===== config.mk =====
export PLATFORM = sky130hd
export DESIGN_NAME = tes_cell
export DESIGN_NICKNAME = d
export VERILOG_FILES = /design/src/design/timed_event_scheduler_core_macros.svh /design/src/design/tes_pkg.sv /design/src/design/tes_cell.sv
export SDC_FILE = /design/constraint.sdc
export NUM_CORES = 1
export LEC_CHECK = 0
export BUFFER_PORTS_ARGS = -buffer_cell sky130_fd_sc_hd__buf_4
export CAP_MARGIN = 20
export CORE_AREA = 3 3 127 129
export CTS_CLUSTER_SIZE = 40
export DETAILED_ROUTE_END_ITERATION = 6
export DIE_AREA = 0 0 130 132
export PLACE_DENSITY = 0.8
export SYNTH_ARGS = -nofsm -noshare
export SYNTH_HDL_FRONTEND = slang
export SYNTH_SLANG_ARGS = --single-unit

===== constraint.sdc =====
create_clock -name clk -period 9.3 [get_ports clk]
set_clock_uncertainty 0.1 [all_clocks]
set_input_delay 2.325 -clock clk [delete_from_list [all_inputs] [get_ports clk]]
set_output_delay 2.325 -clock clk [all_outputs]
set_load 0.02 [all_outputs]

===== src/design/timed_event_scheduler_core_macros.svh =====
// ----------------------------------------------------------------------------
// timed event scheduler assertion macros
// shared property wrappers, clocked on clk and gated by rst_n
// ----------------------------------------------------------------------------
`ifndef TIMED_EVENT_SCHEDULER_CORE_MACROS_SVH
`define TIMED_EVENT_SCHEDULER_CORE_MACROS_SVH

// same-cycle implication
`define TES_ASSERT_NOW(lbl, ante, cons, msg) \
  lbl: assert property (@(posedge clk) disable iff (!rst_n) (ante) |-> (cons)) \
    else $error(msg);

// next-cycle implication
`define TES_ASSERT_NEXT(lbl, ante, cons, msg) \
  lbl: assert property (@(posedge clk) disable iff (!rst_n) (ante) |=> (cons)) \
    else $error(msg);

`endif


===== src/design/tes_pkg.sv =====
// ----------------------------------------------------------------------------
// tes_pkg
// shared types and constants of the timed event scheduler
// ----------------------------------------------------------------------------
package tes_pkg;

  localparam int DUE_W       = 64;
  localparam int OFFSET_W    = 32;
  localparam int TAG_FIELD_W = 16;

  typedef enum logic [1:0] {
    CMD_BOOT  = 2'd0,
    CMD_HALT  = 2'd1,
    CMD_SCHED = 2'd2,
    CMD_TICK  = 2'd3
  } cmd_e_t;

  typedef enum logic [1:0] {
    STS_OK     = 2'd0,
    STS_FULL   = 2'd1,
    STS_HALTED = 2'd2
  } status_e_t;

  typedef enum logic {
    SQ_IDLE  = 1'b0,
    SQ_DRAIN = 1'b1
  } seq_state_t;

  // per-cycle command broadcast to every cell
  typedef struct packed {
    logic insert;
    logic pop;
  } cell_ctrl_t;

endpackage


===== src/design/tes_cell.sv =====
// ----------------------------------------------------------------------------
// tes_cell
// one slot of the sorted queue: holds a due time and a tag, shifts right on
// insert and left on pop
// ----------------------------------------------------------------------------
module tes_cell
  import tes_pkg::*;
#(
  parameter int TAG_W = 16
) (
  input  logic             clk,
  input  cell_ctrl_t       ctrl,
  input  logic [DUE_W-1:0] new_due,
  input  logic [TAG_W-1:0] new_tag,
  input  logic             occ,
  input  logic             at_tail,
  input  logic             prev_gt,
  input  logic [DUE_W-1:0] prev_due,
  input  logic [TAG_W-1:0] prev_tag,
  input  logic [DUE_W-1:0] next_due,
  input  logic [TAG_W-1:0] next_tag,
  output logic [DUE_W-1:0] due_r,
  output logic [TAG_W-1:0] tag_r,
  output logic             gt
);

  logic [DUE_W-1:0] due_nxt;
  logic [TAG_W-1:0] tag_nxt;

  // entries due later than the new one move aside; equal ones stay ahead
  assign gt = occ && (due_r > new_due);

  always_comb begin
    due_nxt = due_r;
    tag_nxt = tag_r;
    if (ctrl.insert) begin
      if (prev_gt) begin
        due_nxt = prev_due;
        tag_nxt = prev_tag;
      end else if (gt || at_tail) begin
        due_nxt = new_due;
        tag_nxt = new_tag;
      end
    end else if (ctrl.pop) begin
      due_nxt = next_due;
      tag_nxt = next_tag;
    end
  end

  always_ff @(posedge clk) begin
    due_r <= due_nxt;
    tag_r <= tag_nxt;
  end

endmodule


==> results of run 1 <==
[flip-flops by register name (all words and copies together) (netlist names)]
register,cells
tag_r,16
due_r,64
[worst min-delay path, delay by kind of cell (launching register included)]
kind | cells | cell delay [ps]
AO/OA/AOI/OAI | 4 | 460
adder cells (fa/ha/maj) | 1 | 180
flip-flops | 1 | 370
[layer usage]
| metal | vias to the layer above | GRT usage [%] |
|---|---|---|
| li1 | 2732 | - |
| met1 | 2450 | 23.0 |
| met2 | 244 | 36.9 |
| met3 | 41 | 4.42 |
| met4 | 0 | 8.49 |
| met5 | - | 0 |
[cell usage in the layout, fill, tap and decap left out, types with 4 or more instances in the layout]
cell type / n
a21oi_1: 106
mux2i_1: 80
o21ai_0: 10
clkbuf_16: 9
ha_1: 64
nand2_1: 17
a21o_1: 4
nand4_1: 11
nand3_1: 7
buf_4: 329
edfxtp_1: 80
nor2_1: 86
inv_1: 65
[worst paths after layout]
check                           slack, ps   endpoint         from
worst max-delay path                 2520         gt  new_due[41]
worst min-delay path                 1070  due_r[58]    due_r[63]
worst max register to register       5650  due_r[10]    due_r[37]
worst min register to register       1070  due_r[58]    due_r[63]
[logic make-up (layout without fill, tap and decap cells)]
kind of cell,count (synthesis),after routing
AOI/OAI and AO/OA,134,134
and+or+nand+nor,133,133
buffers and inverters,92,410
muxes,80,80
DFF,80,80
adders and majority gates,64,64
[per-stage QoR]
step	power, mW	std cells
after CTS	1.23	1089
final	1.21	1089
after detailed placement	0.846	1073
after global routing	1.28	1089
after floorplan	0.659	583
after global placement	0.836	1073
[report_power, final]
group | total, mW | switching (mW) | internal, mW | leakage (nW)
Sequential | 0.468 | 0.0208 | 0.447 | 0.787
Clock | 0.376 | 0.143 | 0.233 | 0.153
Combinational | 0.368 | 0.189 | 0.178 | 3.34
[area by class of cell]
class                   instances  area, um^2  area share [%]
repair buffers                329        2470            28.8
clock buffers                   9         225            2.62
flip-flops and latches         80        2400            28.0
clock inverters                 7        86.3            1.01
multi-input cells             411        2920            34.0
well taps                     188         235            2.74
inverters                      65         244            2.84
==> out/metrics.csv, run 1 <==
stage,metric,value,unit
status,status,"complete, no violations",
global_route,gr-total-overflow,0,
route,drt_iter0_markers,236,
synthesis,synthMuxAreaShare,14.1,%
setup_path,worst_setup_path_start_kind,input port,
synthesis,synth_top_family_by_area,adder cells,
synthesis,synth_area_leaders,"edfxtp_1 42%, ha_1 14%, mux2i_1 14%",
setup_path,path_cells,buf_4 -> inv_1 -> ha_1 -> a21oi_1 -> o21ai_0 -> a221oi_1 -> o21ai_0 -> a211oi_1 -> a21oi_1 -> buf_4,
global_route,grt_pass1_wl,27.6,mm
floorplanning,die_x,130,um
synthesis,synth_adder_area_share,14.1,%
finish,fin_util,56.7,%
route,top_layer,met4,
setup_path,reg2reg_depth,8,
synthesis,yosys.area.top_type,edfxtp_1,
global_route,antenna_found_initial,0,
synthesis,postSynthCellCount,583,
setup_path,arrival,4350,ps
pwr,peakVddDrop,94.0,uV
placed_design,numPortBuffers,326,
setup_path,cp_num_cells,10,
route,wl_met1,7.04,mm
route,ant_nets,0,
setup_path,worstSetupEndpointType,primary output,
route,wl_per_cell,16.8,um
route,met3_length,1.30,mm
clock_network,post_cts_buffers,0,
synthesis,ys_async_sr_fraction,0,%
sta,finalCriticalPeriod,6780,ps
synthesis,synth_area,5660,um^2
sta,setup_viol,0,
setup_path,crit_family,compound AO/OA/AOI/OAI gates,
clock_network,clk_pin_slew,60,ps
clock_network,cts.htree.levels,3,
setup_path,crit_type,input port to primary output,
route,firstDrtPassIters,4,
run,cap_viol_max_count,0,
hold_path,hold_depth,5,
sta,rsz0062_at_grt,false,
synthesis,synth_cell_types,33,
synthesis,yosys.area.top_type_share,42.4,%
floorplanning,fp-row-count,45,
hold_path,hold_class,flip-flop to flip-flop,
route,drc,0,
sta,hold_viol_final,0,
global_route,grt_pass1_vias,5575,
clock_network,cts.sinks,80,
synthesis,yosys_warnings,0,
floorplanning,dieArea,17200,um^2
floorplanning,start_util,37.4,%
floorplanning,num_io_pins,327,
sta,fin_crit_sh,72.9,%
route,drt_wl_total,18.3,mm
clock_network,cts.path.max_buffers,2,
floorplanning,die_y,132,um
finish,nets,1206,
pwr,p_leak,4.28,nW
placed_design,place_area,8270,um^2
finish,fill_cells,1353,
sta,slew_violations,0,
clock_network,cts_hold_buf,0,
clock_network,tritoncts.num_buffers,9,
synthesis,syn_area_per_cell,9.71,um^2
route,wl_met2,9.35,mm
setup_path,crit_fanout,2,
clock_network,insertion_delay,340,ps
global_route,grt_usage,20.4,%
synthesis,ys_ff_latch,80,
synthesis,yosysSeqAreaShare,42.4,%
clock_network,cts_resized,0,
finish,design_area,8580,um^2
clock_network,root_buffer,clkbuf_16,
setup_path,worst-path-buf-inv,3,
sta,timing.hold.ws,1070,ps
finish,antenna_cells,0,
sta,fin_setup_tns,0,ps
route,vias,5467,
pwr,power.density,141,nW/um^2
synthesis,synth_xor_xnor_area_share,0,%
synthesis,synthesis.nets,893,
floorplanning,core,15100,um^2
synthesis,synth_common_cells,"106 x a21oi_1, 86 x nor2_1, 80 x edfxtp_1, 80 x mux2i_1, 65 x inv_1",
sta,worst_slack,2520,ps
synthesis,synth-edff-count,80,
placed_design,post-place-ws,2460,ps
setup_path,slowest_delay,530,ps
sta,slew_headroom,29.6,%
sta,timing.fmax,148,MHz
route,drt-vias-per-instance,5.02,
placed_design,place_congestion,0.848,
synthesis,yosysMostFrequentCell,a21oi_1,
synthesis,synth_compound_area_share,12.9,%
sta,tightest_slew,1060,ps
synthesis,synth_ff_type,edfxtp_1,
global_route,grt_max_degree,95,
finish,syn_to_final_growth,51.5,%
finish,drive_gt1_share,38.5,%
setup_path,worstPathRequired,6880,ps
synthesis,synth-simple-area-share,10.1,%
placed_design,dp_hpwl,14.9,mm
clock_network,cts_tree,built,
setup_path,crit_slowest_cell,a211oi_1,
Power figures use the tool's default switching activity.
==> run 2, diff against run 1 <==
--- a/config.mk
+++ b/config.mk
@@ -7,11 +7,11 @@
 export LEC_CHECK = 0
 export BUFFER_PORTS_ARGS = -buffer_cell sky130_fd_sc_hd__buf_4
 export CAP_MARGIN = 20
-export CORE_AREA = 3 3 127 129
+export CORE_AREA = 3 3 126 128
 export CTS_CLUSTER_SIZE = 40
 export DETAILED_ROUTE_END_ITERATION = 6
-export DIE_AREA = 0 0 130 132
-export PLACE_DENSITY = 0.8
+export DIE_AREA = 0 0 129 131
+export PLACE_DENSITY = 0.83
 export SYNTH_ARGS = -nofsm -noshare
 export SYNTH_HDL_FRONTEND = slang
 export SYNTH_SLANG_ARGS = --single-unit
==> constraint.sdc (replaced) <==
create_clock -name clk -period 6 [get_ports clk]
set_clock_uncertainty 0.1 [all_clocks]
set_input_delay 1.5 -clock clk [delete_from_list [all_inputs] [get_ports clk]]
set_output_delay 1.5 -clock clk [all_outputs]
set_load 0.02 [all_outputs]
==> run 2 against run 1 <==
Utilization rose by 0.96 points. Flip-flop and latch count did not move. Die area fell by 1.5%. Setup slack got worse by 1700 ps. Cell count rose by 0.18%. Count of clock-buffer cells in the layout did not move. Sequential share of layout area fell by 0.16 points. Global-route usage fell by 0.78 points. Register-to-register slack got worse by 2900 ps. Non-clock buffer count rose by 2. Largest power group unchanged. Highest routed layer unchanged.
==> out/metrics.csv, run 2 (synthesis gave the netlist of run 1 again) <==
stage,metric,value,unit,change
setup_path,worst_setup_path_start_kind,input port,,
sta,slew_headroom,39.2,%,+9.6 points
pwr,pwr-share-clk,33.0,%,+2.0 points
clock_network,tritoncts.num_buffers,9,,unchanged
setup_path,worstPathRequired,4400,ps,-2480 ps
global_route,grt_pass1_wl,25.7,mm,-6.8%
finish,largest_reg_flops,64,,unchanged
placed_design,dp_hpwl,14.6,mm,-1.9%
setup_path,timing.reg2reg.setup_slack,2760,ps,-2890 ps
placed_design,place_congestion,0.804,,-5.2%
clock_network,insertion_delay,340,ps,about the same
setup_path,crit_fanout,5,,+3
floorplanning,fp-row-count,45,,unchanged
finish,final_common_cell,buf_4,,
global_route,grt_pass1_vias,5226,,-6.3%
route,drt_iter0_markers,169,,-28%
setup_path,endpoint,gt,,
sta,hold_viol_final,0,,unchanged
sta,setup_viol,0,,unchanged
pwr,pwr-share-comb,29.5,%,-0.8 points
route,drt_wl_total,18.0,mm,-1.8%
finish,top_regs,"due_r: 64 flops, tag_r: 16 flops",,
setup_path,worstSetupEndpointType,primary output,,
setup_path,arrival,3590,ps,-760 ps
route,firstDrtPassIters,4,,unchanged
pwr,power,1.93,mW,+59%
sta,worst_slack,808,ps,-1710 ps
route,drt-vias-per-instance,4.95,,-1.4%
status,status,"complete, no violations",,
sta,timing.fmax,193,MHz,
finish,antenna_cells,0,,unchanged
pwr,p_sw,553,uW,+57%
floorplanning,core,15000,um^2,-1.1%
pwr,pwr-share-seq,37.5,%,-1.1 points
sta,finalCriticalPeriod,5190,ps,
setup_path,r2r_end,due_r[57],,
finish,drive_gt1_share,38.8,%,+0.25 points
clock_network,cts.htree.levels,3,,unchanged
setup_path,path_cells,buf_4 -> inv_1 -> ha_1 -> nand4_1 -> nor4_1 -> nand3_1 -> a31oi_1 -> o21bai_1 -> a21oi_1 -> buf_4,,
finish,fill_cells,1356,,+0.22%
clock_network,post_cts_buffers,0,,unchanged
sta,fin_crit_sh,86.5,%,
route,vias,5400,,-1.2%
clock_network,cts.path.max_buffers,2,,unchanged
finish,top_register,due_r,,
floorplanning,start_util,37.8,%,+0.42 points
route,drc,0,,unchanged
clock_network,cts_hold_buf,0,,unchanged
sta,fin_setup_tns,0,ps,unchanged
pwr,intPower,1.38,mW,+60%
setup_path,crit_slowest_cell,nor4_1,,
setup_path,crit_type,input port to primary output,,
setup_path,crit_path_frequent_cell,buf_4,,
global_route,gr-total-overflow,0,,unchanged
floorplanning,die_y,131,um,-0.76%
clock_network,clk_pin_slew,60,ps,about the same
pwr,power.density,224,nW/um^2,+58%
setup_path,slowest_delay,420,ps,-110 ps
floorplanning,die_x,129,um,-0.77%
run,cap_viol_max_count,0,,unchanged
global_route,antenna_found_initial,0,,unchanged
route,ant_nets,0,,unchanged
route,wl_per_cell,16.5,um,-2.0%
sta,rsz0062_at_grt,false,,
finish,final_cell_mix,"331 x buf_4, 106 x a21oi_1, 86 x nor2_1",,
pwr,p_leak,4.30,nW,+0.52%
setup_path,cp-startpoint,new_due[37],,
sta,slew_violations,0,,unchanged
finish,nets,1208,,+0.17%
pwr,peakVddDrop,102,uV,+8.8%
global_route,grt_max_degree,97,,+2.1%
hold_path,hold_class,input port to flip-flop,,
floorplanning,num_io_pins,327,,unchanged
sta,tightest_slew,912,ps,-143 ps
global_route,grt_usage,19.7,%,-0.78 points
placed_design,numPortBuffers,326,,unchanged
clock_network,cts.sinks,80,,unchanged
pwr,swShare,28.7,%,-0.49 points
floorplanning,dieArea,16900,um^2,-1.5%
setup_path,reg2reg_depth,8,,unchanged
placed_design,post-place-ws,841,ps,-1620 ps
clock_network,cts_tree,built,,
clock_network,root_buffer,clkbuf_16,,
finish,syn_to_final_growth,52.4,%,
setup_path,timing.rr.start,due_r[37],,
clock_network,cts_resized,0,,unchanged
run 2: cell count changes in the layout (fill, tap and decap cells not counted):
cell	delta
bufinv_16	+1
clkinv_2	-2
buf_4	+2
clkinv_1	-1
clkinv_4	+2
run 2: per-stage QoR:
stage / area [um^2] / utilization, % / hold WS [ps] / instances
after floorplan: 5670 / - / 1630 / 583
after CTS: 8630 / 57.6 / 1360 / 1091
after global placement: 8290 / 55.3 / 1540 / 1075
after detailed placement: 8290 / 55.3 / 1570 / 1075
final: 8630 / 57.6 / 1380 / 1091
after global routing: 8630 / 57.6 / 1370 / 1091
run 2: cell type report:
| cell class | count | area (um^2) | area share, % |
|---|---|---|---|
| Timing Repair Buffer | 331 | 2480 | 28.8 |
| Inverter | 65 | 244 | 2.83 |
| Tap cell | 188 | 235 | 2.73 |
| Multi-Input combinational cell | 411 | 2920 | 33.8 |
| Clock inverter | 7 | 120 | 1.39 |
| Clock buffer | 9 | 225 | 2.61 |
| Sequential cell | 80 | 2400 | 27.8 |
run 2: power groups by stage:
stage                     logic (mW)  clock network (mW)  registers [mW]
after global routing           0.624               0.665           0.730
after floorplan                0.213                   0           0.805
final                          0.570               0.637           0.724
after detailed placement       0.574                   0           0.735
after global placement         0.562                   0           0.732
after CTS                      0.577               0.652           0.724
run 2: worst min-delay path by stage:
stage,cells after the start,slack [ps],end,start
floorplan,2,1630,due_r[0],next_due[0]
global placement,6,1540,due_r[22],due_r[39]
detailed placement,7,1570,due_r[22],due_r[63]
CTS,3,1360,tag_r[9],next_tag[9]
global route,3,1370,due_r[49],next_due[49]
finish,3,1380,tag_r[9],next_tag[9]
run 2: layer usage:
| layer | GRT usage (%) | wire length, um | vias up |
|---|---|---|---|
| li1 | - | - | 2742 |
| met1 | 22.6 | 7080 | 2446 |
| met2 | 36.7 | 9410 | 194 |
| met3 | 4.27 | 1220 | 18 |
| met4 | 5.62 | 244 | 0 |
| met5 | 0 | 0 | - |
run 2: critical path: cells and delay by family:
kind            cells  cell delay (ps)
compound gates      3              620
fa+ha+maj           1              310
buf+inv             3              300
simple gates        3              860
==> run 3, diff against run 2 <==
--- a/config.mk
+++ b/config.mk
@@ -5,13 +5,14 @@
 export SDC_FILE = /design/constraint.sdc
 export NUM_CORES = 1
 export LEC_CHECK = 0
-export BUFFER_PORTS_ARGS = -buffer_cell sky130_fd_sc_hd__buf_4
 export CAP_MARGIN = 20
-export CORE_AREA = 3 3 126 128
+export CORE_AREA = 3 3 125 127
 export CTS_CLUSTER_SIZE = 40
 export DETAILED_ROUTE_END_ITERATION = 6
-export DIE_AREA = 0 0 129 131
-export PLACE_DENSITY = 0.83
+export DIE_AREA = 0 0 128 130
+export DONT_BUFFER_PORTS = 1
+export PLACE_DENSITY = 0.64
+export RECOVER_POWER = 50
 export SYNTH_ARGS = -nofsm -noshare
 export SYNTH_HDL_FRONTEND = slang
 export SYNTH_SLANG_ARGS = --single-unit
==> run 3 against run 2 <==
Register-to-register slack worse by 310 ps. First-iteration DRC count down 26%. Critical path type unchanged. Power down 15%. Critical endpoint unchanged. Hold slack worse by 98 ps.
==> out/metrics.csv, run 3 (synthesis gave the netlist of run 1 again) <==
stage,metric,value,unit,change
sta,timing.fmax,196,MHz,+1.9%
floorplanning,core,14500,um^2,-3.0%
setup_path,worstSetupEndpointType,primary output,,
global_route,grt.met2_usage,30.0,%,-6.7 points
global_route,gr-total-overflow,0,,unchanged
setup_path,crit_slowest_cell,a211oi_1,,
setup_path,timing.reg2reg.setup_slack,2450,ps,-310 ps
hold_path,hold_class,input port to flip-flop,,
sta,worst_slack,903,ps,+94.9 ps
floorplanning,die_x,128,um,-0.78%
global_route,grt_pass1_vias,4223,,-19%
setup_path,slowest_delay,530,ps,+110 ps
finish,final_common_cell,a21oi_1,,
clock_network,root_buffer,clkbuf_16,,
floorplanning,start_util,39.0,%,+1.2 points
pwr,power,1.63,mW,-15%
finish,design_area,6120,um^2,-29%
clock_network,cts_hold_buf,0,,unchanged
clock_network,cts.sinks,80,,unchanged
clock_network,tritoncts.num_buffers,9,,unchanged
setup_path,timing.rr.start,due_r[34],,
placed_design,dp_hpwl,12.0,mm,-18%
floorplanning,dieArea,16600,um^2,-1.5%
sta,setup_viol,0,,unchanged
floorplanning,die_y,130,um,-0.76%
sta,slew_violations,0,,unchanged
finish,final_cell_mix,"106 x a21oi_1, 86 x nor2_1, 80 x mux2i_1, 80 x edfxtp_1, 65 x inv_1",,
sta,tightest_slew,1050,ps,+138 ps
sta,hold_viol_final,0,,unchanged
clock_network,insertion_delay,340,ps,about the same
sta,fin_setup_tns,0,ps,unchanged
setup_path,reg2reg_depth,8,,unchanged
route,firstDrtPassIters,4,,unchanged
setup_path,crit_fanout,2,,-3
finish,fill_cells,1417,,+4.5%
setup_path,crit_type,input port to primary output,,
run,cap_viol_max_count,0,,unchanged
finish,top_register,due_r,,
route,drt-vias-per-instance,5.57,,+12%
placed_design,numPortBuffers,0,,-100%
clock_network,clk_pin_slew,60,ps,about the same
sta,finalCriticalPeriod,5100,ps,-94.9 ps
placed_design,place_area,5800,um^2,-30%
route,wl_per_cell,19.5,um,+19%
route,drc,0,,unchanged
sta,fin_crit_sh,84.9,%,-1.6 points
pwr,peakVddDrop,150,uV,+47%
setup_path,cp-startpoint,new_due[43],,
setup_path,endpoint,gt,,
finish,antenna_cells,0,,unchanged
sta,timing.hold.ws,1280,ps,-98.3 ps
setup_path,arrival,3500,ps,-90 ps
global_route,grt_use_met1,17.5,%,-5.1 points
clock_network,cts_tree,built,,
global_route,grt_usage,16.3,%,-3.4 points
route,ant_nets,0,,unchanged
finish,instances_no_fill,757,,-31%
setup_path,path_cells,inv_1 -> ha_1 -> a21oi_1 -> o21ai_0 -> a221oi_1 -> o21ai_0 -> a211oi_1 -> a21oi_1,,
global_route,antenna_found_initial,0,,unchanged
setup_path,worstPathRequired,4400,ps,about the same
global_route,grtUsageMet3,5.20,%,+0.93 points
pwr,p_leak,2.71,nW,-37%
clock_network,cts_resized,0,,unchanged
clock_network,cts.htree.levels,3,,unchanged
finish,nets,878,,-27%
global_route,grt_max_degree,163,,+68%
setup_path,worst_setup_path_start_kind,input port,,
global_route,busiest_layer,met2,,
finish,drive_gt1_share,2.97,%,-36 points
sta,rsz0062_at_grt,false,,
finish,largest_reg_flops,64,,unchanged
pwr,power.density,267,nW/um^2,+19%
floorplanning,num_io_pins,327,,unchanged
placed_design,post-place-ws,757,ps,-84.7 ps
status,status,"complete, no violations",,
finish,top_regs,"due_r: 64 flops, tag_r: 16 flops",,
global_route,grt_pass1_wl,21.1,mm,-18%
route,drt_wl_total,14.8,mm,-18%
placed_design,dp_cells,741,,-31%
floorplanning,fp-row-count,44,,-2.2%
sta,slew_headroom,30.0,%,-9.2 points
setup_path,r2r_end,due_r[48],,
finish,syn_to_final_growth,8.00,%,
clock_network,cts.path.max_buffers,2,,unchanged
route,drt_iter0_markers,125,,-26%
finish,fin_util,42.1,%,-16 points
placed_design,place_congestion,0.870,,+8.2%
route,vias,4213,,-22%
clock_network,post_cts_buffers,0,,unchanged
==> run 3: changes by cell type in the layout (fill, tap and decap cells not counted), sizes merged <==
cell,previous run,this run
buf,331,1
clkinv,3,1
bufinv,3,2
clkbuf,9,11
inv,65,66
==> run 3: critical path, delay by kind of cell <==
| family | cells | cell delay, ps |
|---|---|---|
| fa+ha+maj | 1 | 300 |
| compound gates | 6 | 1670 |
| buf+inv | 1 | 20 |
==> run 3: area by class of cell <==
type / instances / area [um^2] / share of cell area [%]
multi-input combinational: 411 / 2920 / 47.7
sequential: 80 / 2400 / 39.3
inverter: 65 / 244 / 3.99
clock buffer: 11 / 233 / 3.81
tap: 184 / 230 / 3.76
clock inverter: 5 / 80.1 / 1.31
timing repair buffer: 1 / 7.51 / 0.123
==> run 3: worst min-delay path by stage <==
stage | end | slack, ps | depth (start not counted) | startpoint
6_report | due_r[10] | 1280 | 1 | ctrl[1]
4_1_cts | due_r[11] | 1270 | 1 | ctrl[1]
3_3_place_gp | tag_r[13] | 1620 | 1 | ctrl[1]
3_5_place_dp | due_r[1] | 1620 | 1 | ctrl[1]
5_1_grt | tag_r[12] | 1270 | 1 | ctrl[1]
2_1_floorplan | due_r[0] | 1630 | 2 | next_due[0]
==> run 3: report_power, final <==
part | internal [mW] | switching (mW)
combinational | 0.109 | 0.130
sequential | 0.696 | 0.114
clock | 0.365 | 0.218
==> run 3: routing by layer <==
layer | up-vias | wire [um]
met3 | 19 | 1440
li1 | 2074 | -
met5 | - | 0
met2 | 209 | 7780
met4 | 0 | 254
met1 | 1911 | 5300
